==> src/hdl/qte_pkg.sv <==
// Shared types, widths and constants for the quaternion to Euler angle pipeline.
// No dependencies; every other file in hdl/ refers to this package by scoped names.
`default_nettype none

package qte_pkg;

    // Field and datapath widths.
    localparam int QW        = 32;  // quaternion component, Q30
    localparam int PW        = 34;  // one Q30 product after the shift
    localparam int SW        = 36;  // doubled sums and differences of products
    localparam int XYW       = 40;  // CORDIC x and y, with room for the gain
    localparam int ZW        = 33;  // CORDIC angle accumulator, Q30 radians
    localparam int SQW       = 61;  // square root radicand, up to 2^60
    localparam int RTW       = 31;  // square root result
    localparam int SQ_STAGES = 31;  // one root bit per stage
    localparam int ANGW      = 25;  // atan2 angle, Q16 degrees
    localparam int ROLLW     = 24;  // asin angle, Q16 degrees

    localparam logic signed [ANGW-1:0]  DEG180      = 25'sd11796480;
    localparam logic signed [ANGW-1:0]  DEG90       = 25'sd5898240;
    localparam logic signed [ROLLW-1:0] ROLL_LIM    = 24'sd5898240;
    localparam logic signed [30:0]      RAD2DEG_Q24 = 31'sd961263669;

    // Advance enable and the valid bit that enters a pipeline section.
    typedef struct packed {
        logic en;
        logic vld;
    } pipe_ctl_t;

    // Operands that leave the product section for the three angle lanes.
    typedef struct packed {
        logic signed [SW-1:0] roll_y;
        logic                 sat_pos;
        logic                 sat_neg;
        logic signed [SW-1:0] pitch_y;
        logic signed [SW-1:0] pitch_x;
        logic signed [SW-1:0] yaw_y;
        logic signed [SW-1:0] yaw_x;
    } lanes_t;

    // atan(2^-i) in Q30 radians for each CORDIC stage.
    function automatic logic [29:0] atan_q30(input logic [4:0] idx);
        logic [29:0] val;
        case (idx)
            5'd0:    val = 30'd843314857;
            5'd1:    val = 30'd497837829;
            5'd2:    val = 30'd263043837;
            5'd3:    val = 30'd133525159;
            5'd4:    val = 30'd67021687;
            5'd5:    val = 30'd33543516;
            5'd6:    val = 30'd16775851;
            5'd7:    val = 30'd8388437;
            5'd8:    val = 30'd4194283;
            5'd9:    val = 30'd2097149;
            5'd10:   val = 30'd1048576;
            5'd11:   val = 30'd524288;
            5'd12:   val = 30'd262144;
            5'd13:   val = 30'd131072;
            5'd14:   val = 30'd65536;
            5'd15:   val = 30'd32768;
            5'd16:   val = 30'd16384;
            5'd17:   val = 30'd8192;
            5'd18:   val = 30'd4096;
            5'd19:   val = 30'd2048;
            5'd20:   val = 30'd1024;
            5'd21:   val = 30'd512;
            5'd22:   val = 30'd256;
            5'd23:   val = 30'd128;
            5'd24:   val = 30'd64;
            5'd25:   val = 30'd32;
            5'd26:   val = 30'd16;
            5'd27:   val = 30'd8;
            5'd28:   val = 30'd4;
            5'd29:   val = 30'd2;
            5'd30:   val = 30'd1;
            5'd31:   val = 30'd1;
            default: val = 30'd0;
        endcase
        return val;
    endfunction

endpackage

`default_nettype wire

==> src/hdl/qte_sqrt.sv <==
// Pipelined integer square root, one result bit per register stage.
// Depends on qte_pkg for widths and the stage count.
`default_nettype none

module qte_sqrt (
    input  logic                          clk,
    input  logic                          rst_n,
    input  qte_pkg::pipe_ctl_t            ctl,
    input  logic [qte_pkg::SQW-1:0]       rad,
    output logic                          vld,
    output logic [qte_pkg::RTW-1:0]       root
);

    localparam int SQW = qte_pkg::SQW;
    localparam int RW  = SQW + 1;
    localparam int N   = qte_pkg::SQ_STAGES;

    logic [N-1:0]   vld_reg;
    logic [SQW-1:0] n_reg [N];
    logic [RW-1:0]  r_reg [N];

    // Valid bits move with the data.
    always_ff @(posedge clk or negedge rst_n)
    begin
        if (!rst_n)
        begin
            vld_reg <= '0;
        end
        else if (ctl.en)
        begin
            vld_reg <= {vld_reg[N-2:0], ctl.vld};
        end
    end

    // Each stage tries the next bit pair of the root, starting from 4^30.
    for (genvar k = 0; k < N; k++)
    begin : g_stage
        localparam logic [RW-1:0] BIT = RW'(1) << (2 * (N - 1 - k));
        logic [SQW-1:0] n_in;
        logic [RW-1:0]  r_in;
        logic [RW-1:0]  trial;

        if (k == 0)
        begin : g_first
            assign n_in = rad;
            assign r_in = '0;
        end
        else
        begin : g_next
            assign n_in = n_reg[k-1];
            assign r_in = r_reg[k-1];
        end

        assign trial = r_in + BIT;

        always_ff @(posedge clk)
        begin
            if (ctl.en)
            begin
                if ({1'b0, n_in} >= trial)
                begin
                    n_reg[k] <= n_in - trial[SQW-1:0];
                    r_reg[k] <= (r_in >> 1) + BIT;
                end
                else
                begin
                    n_reg[k] <= n_in;
                    r_reg[k] <= r_in >> 1;
                end
            end
        end
    end

    assign vld  = vld_reg[N-1];
    assign root = r_reg[N-1][qte_pkg::RTW-1:0];

endmodule

`default_nettype wire

==> config.mk <==
export PLATFORM = sky130hd
export DESIGN_NAME = qte_sqrt
export DESIGN_NICKNAME = d
export VERILOG_FILES = /design/src/hdl/qte_pkg.sv /design/src/hdl/qte_sqrt.sv
export SDC_FILE = /design/constraint.sdc
export NUM_CORES = 2
export LEC_CHECK = 0
export BUFFER_PORTS_ARGS = -buffer_cell sky130_fd_sc_hd__buf_2
export CORE_MARGIN = 2
export CORE_UTILIZATION = 40
export DETAILED_ROUTE_END_ITERATION = 10
export PLACE_DENSITY = 0.58
export SETUP_SLACK_MARGIN = 0.15
export SYNTH_ARGS = -nofsm -noshare
export SYNTH_HDL_FRONTEND = slang
export SYNTH_SLANG_ARGS = --single-unit
==> constraint.sdc <==
create_clock -name clk -period 4.2 [get_ports clk]
set_input_delay 0.84 -clock clk [delete_from_list [all_inputs] [get_ports clk]]
set_output_delay 0.84 -clock clk [all_outputs]
set_load 0.02 [all_outputs]
## Word-level counts from Yosys, hierarchy flattened

Memories as Yosys holds them, arrays and structs flattened.
Index checks and enable logic that the tools add are counted.
Widths: inputs -> output; s select.

| storage, ports and cells | value |
|---|---|
| register bits after elaboration | 31 |
| memory bits (writable) | 3813 |
| input port bits | 65 |
| word-level logic and storage cells | 435 |
| memories | 2 |

| operators by class | value |
|---|---|
| add/sub/neg operators | 91 |
| magnitude comparators | 31 |
| muxes and demuxes | 248 |
| bitwise operators | 62 |

Memory list:

| memory | words | bits a word | rd ports | clocked after memory_dff | write ports | line | text |
|---|---|---|---|---|---|---|---|
| r_reg | 31 | 62 | 31 | 0 | 31 | qte_sqrt.sv:20 | `logic [RW-1:0] r_reg [N];` |
| n_reg | 31 | 61 | 30 | 0 | 31 | qte_sqrt.sv:19 | `logic [SQW-1:0] n_reg [N];` |

Operators with widths:

| kind | number |
|---|---|
| $mux 62 | 31 |
| $mux 61 | 31 |
| $ge 61x62->1 | 30 |
| $sub 61x61->61 | 30 |
| $mux 1 | 186 |
| $add 61x1->62 const B | 1 |
| $add 61x11->62 const B | 1 |
| $add 61x13->62 const B | 1 |
| $add 61x15->62 const B | 1 |
| $add 61x17->62 const B | 1 |
| $add 61x19->62 const B | 1 |
| $add 61x21->62 const B | 1 |
| $add 61x23->62 const B | 1 |
| $add 61x25->62 const B | 1 |
| $add 61x27->62 const B | 1 |
| $add 61x29->62 const B | 1 |
| $add 61x3->62 const B | 1 |
| $add 61x31->62 const B | 1 |
| $add 61x33->62 const B | 1 |
| $add 61x35->62 const B | 1 |
| $add 61x37->62 const B | 1 |
| $add 61x39->62 const B | 1 |
| $add 61x41->62 const B | 1 |
| $add 61x43->62 const B | 1 |
| 44 further kinds | 105 |

## Logic depth before layout (Yosys ltp)

An unclocked memory read counts as a cell.

| logic depth | value |
|---|---|
| depth after elaboration | 7 |
| mapped depth | 15 |

## Least setup slack after synthesis

Ideal clock, no wire load.

| path | value |
|---|---|
| path type | input-to-reg |
| start | input port ctl[1] (netlist name) |
| end | memory n_reg[29][0] (netlist: n_reg[1][793]) (enable) |
| library setup time | 0.482 ns |
| data arrival time | 4.403 ns |
| slack | -0.685 ns |
| stages | 5 |
| path buffers | 5 |
| cell sequence | clkbuf_1 clkbuf_1 clkbuf_1 clkbuf_1 clkbuf_1 |

RTL lines:

| item | line | text |
|---|---|---|
| start: declaration | qte_sqrt.sv:8 | `input qte_pkg::pipe_ctl_t ctl,` |
| end: declaration | qte_sqrt.sv:19 |  |

==> metrics.log <==
INFO  metric run_status = complete, no violations
INFO  metric dp.cells = 12950
INFO  metric clockRootBuffer = sky130_fd_sc_hd__clkbuf_16
INFO  metric coreArea = ~280000 um^2
INFO  metric dr_drc_count = 0
INFO  metric worst_skew_pair.late_latency = between 0.9 and 1 ns
INFO  metric grt_setup_unrepaired = false
INFO  metric synth.top_cells.by_count = sky130_fd_sc_hd__edfxtp_1, sky130_fd_sc_hd__nand2_1, sky130_fd_sc_hd__inv_1
INFO  metric share_of_the_clock_period_used_by_the_worst_path = 93.53%
INFO  metric grt_pass1_wl = roughly 440000 um
INFO  metric timing_worst_slew_pin_value = approximately 1.2 ns
INFO  metric cts.reportedPaths.clkPinSlew = approximately 0.06 ns
INFO  metric post-cts-setup-buffer-count = 0
INFO  metric drt_iter0_markers = ~6700
INFO  metric leakagePower = approximately 48 nW
INFO  metric chipWidth = between 500 and 600 um
INFO  metric place.gp.congestion = 0.9230
INFO  metric multi_input_area = ~40000 um^2
INFO  metric final_max_slew_viol_count = 0
INFO  metric vias_in_the_first_global_route = between 70000 and 80000
INFO  metric initial_utilization = about two fifths
INFO  metric critical_path_class = register to register
INFO  metric number_of_storage_elements_in_the_synthesis_netlist = between 2000 and 2500
INFO  metric layout.area.seq = just over 70000 um^2
INFO  metric cp-end-kind = register
INFO  metric clock_path_buffers = 4
INFO  metric yosys_warnings = 0
INFO  metric grt_antenna_before_repair = 10
INFO  metric maxSlewHeadroom = between 20% and 30%
INFO  metric largest_register_ff_count = between 1500 and 2000
INFO  metric synth_top_cells_by_area = sky130_fd_sc_hd__edfxtp_1, sky130_fd_sc_hd__ha_1, sky130_fd_sc_hd__xnor2_1
INFO  metric postSynth.topFlopCell = sky130_fd_sc_hd__edfxtp_1
INFO  metric worst-endpoint-required = 4.79 ns
INFO  metric power.density = roughly 550 nW/um^2
INFO  metric postSynthNetCount = ~9800
INFO  metric detailroute.via_count = 73380
INFO  metric timing.clock.skew = 0.06801 ns
INFO  metric gr-total-overflow = 0
INFO  metric worst-endpoint-arrival = 4.52 ns
INFO  metric seq_area_frac_synth = approximately three fifths
INFO  metric setup_viol_count_final = 0
INFO  metric fmax = between 0.2 and 0.3 GHz
INFO  metric synth.cell_area = about 110000 um^2
INFO  metric die_area = 290100 um^2
INFO  metric synth_enable_flop_cells = 2326
INFO  metric pre_repair_dr_iteration_count = 6
INFO  metric placement_rows = around 200
INFO  metric post_synthesis_async_set_or_reset_flop_share = about 1.3%
INFO  metric hold_class = primary input to register
INFO  metric grt_start_max_net_pins = between 200 and 250
INFO  metric final_cell_count_no_fill = about 13000
INFO  metric grt_util_all_layers = between 15 and 20%
INFO  metric cts-htree-levels = 5
INFO  metric final-hold-violation-count = 0
INFO  metric ff2ff_setup_slack = ~0.27 ns
INFO  metric cts_inserted_buffers = 269
INFO  metric detail-route-antenna-nets = 0
INFO  metric flow.area_growth_from_synthesis = 12.56%
INFO  metric die_height = around 540 um
INFO  metric placement.io_buffers = 96
INFO  metric crit_path_max_fanout = 5
INFO  metric final_layout_size_suffix_gt1_share = a little under 9%
INFO  metric yosysTopAreaCellShare = between 60% and 70%
INFO  metric final_net_count = about 10000
INFO  metric yosys.area.top_type = sky130_fd_sc_hd__edfxtp_1
INFO  metric period_needed = between 3 and 4 ns
INFO  metric final.fill_count = approximately 26000
INFO  metric vias_per_cell = approximately 5.5
INFO  metric post_drt_wl_per_cell = between 20 and 25 um
INFO  metric drt_wl_total = 290300 um
INFO  metric synth.distinct_cells = 104
INFO  metric detailedPlacementHpwl = around 220000 um
INFO  metric io-pin-count = 97
INFO  metric tritoncts = built
INFO  metric worst_ir_drop_vdd = ~310 uV
INFO  metric design_power_total = ~71 mW
INFO  metric numClockSinks = ~2400
INFO  metric max_cap_viol_count = 0
INFO  metric synth_cells = roughly 9000
INFO  metric totalNegativeSetupSlack = 0 ns
INFO  metric final_util = 45.19%
INFO  metric synth.most_common_cell = sky130_fd_sc_hd__edfxtp_1
INFO  metric syn_avg_cell_area = ~12 um^2
INFO  metric critPathLaunchType = register
-- worst paths after layout --
check	start	to	depth (start not counted)
hold reg to reg	n_reg[1][245]	n_reg[1][306]	0
min in group asynchronous	rst_n	vld_reg[1]	2
setup reg to reg	n_reg[1][559]	n_reg[1][647]	10
setup / recovery	n_reg[1][559]	n_reg[1][647]	10
hold / removal	rad[34]	n_reg[0][34]	1
max in group asynchronous	rst_n	vld_reg[17]	2
-- cell type report --
| cell class | count | area share [%] |
|---|---|---|
| Inverter | 645 | 1.882 |
| Timing Repair Buffer | 239 | 1.377 |
| Clock buffer | 323 | 5.497 |
| Tap cell | 3762 | 3.659 |
| Antenna cell | 5 | 0.009725 |
| Clock inverter | 164 | 1.284 |
| Sequential cell | 2357 | 54.89 |
| Multi-Input combinational cell | 5944 | 31.40 |
-- layer usage --
layer  routed length [um]  GRT usage, %  vias to the layer above
met4                 7128         5.036                        2
met2               138900         32.48                     1990
li1                     -             -                    34970
met5                    9             0                        -
met1               127700         26.10                    36010
met3                16590         3.334                      407
-- layout by cell type (no fill, tap or decap), drive strengths merged, types with 312 or more instances in the layout --
cell / synthesis / layout
ha: 523 / 523
xnor2: 431 / 431
nor2: 529 / 529
a21oi: 494 / 494
nor4: 312 / 312
o21ai: 482 / 482
nand2: 674 / 674
edfxtp: 2326 / 2326
xor2: 372 / 372
clkbuf: 188 / 323
inv: 644 / 662
-- critical path, stage by stage (launching register included) --
cell and delay [ns]:
sky130_fd_sc_hd__edfxtp_1 0.40, sky130_fd_sc_hd__ha_1 0.36, sky130_fd_sc_hd__nor2b_1 0.16, sky130_fd_sc_hd__o31a_1 0.27, sky130_fd_sc_hd__o41a_1 0.36, sky130_fd_sc_hd__o21ai_1 0.39, sky130_fd_sc_hd__a2111oi_0 0.24, sky130_fd_sc_hd__nor4bb_1 0.98
sky130_fd_sc_hd__a31o_2 0.29, sky130_fd_sc_hd__nor2_1 0.06, sky130_fd_sc_hd__xor2_1 0.14
-- power by group --
part / leakage, nW / switching [mW] / total [mW] / internal (mW)
sequential: 22.8 / 2.58 / 32.5 / 29.9
combinational: 20.7 / 9.12 / 15.3 / 6.13
clock: 4.26 / 9.63 / 23.2 / 13.6
total: 47.8 / 21.3 / 71.0 / 49.7
-- through the flow --
| step | hold WS [ns] | area, um^2 | worst slack, ns |
|---|---|---|---|
| 2_1_floorplan | 0.4166 | 114300 | 0.1230 |
| 3_3_place_gp | 0.4294 | 119900 | 0.2814 |
| 3_5_place_dp | 0.4293 | 119900 | 0.2642 |
| 4_1_cts | 0.02981 | 128600 | 0.2636 |
| 5_1_grt | 0.05916 | 128700 | 0.1603 |
| 6_report | 0.1039 | 128700 | 0.2718 |
-- logic make-up (layout without fill, tap and decap cells) --
kind of cell / count (synthesis) / count (layout) / share of synthesized area, %
flops: 2357 / 2357 / 61.78
fa+ha+maj: 524 / 524 / 5.742
mux: 110 / 110 / 1.067
other cells: 0 / 5 / 0
xor+xnor: 803 / 803 / 6.153
simple gates: 2749 / 2749 / 12.67
compound gates: 1758 / 1758 / 9.633
buf+inv: 881 / 1371 / 2.951
-- repair_timing --
action                                  in CTS  in global routing
hold endpoints to repair                    31                  0
gates resized for setup                      0                  6
endpoints found under the setup margin       0                 16
hold buffers                                 1                  0
(Power assumes the default switching activity.)
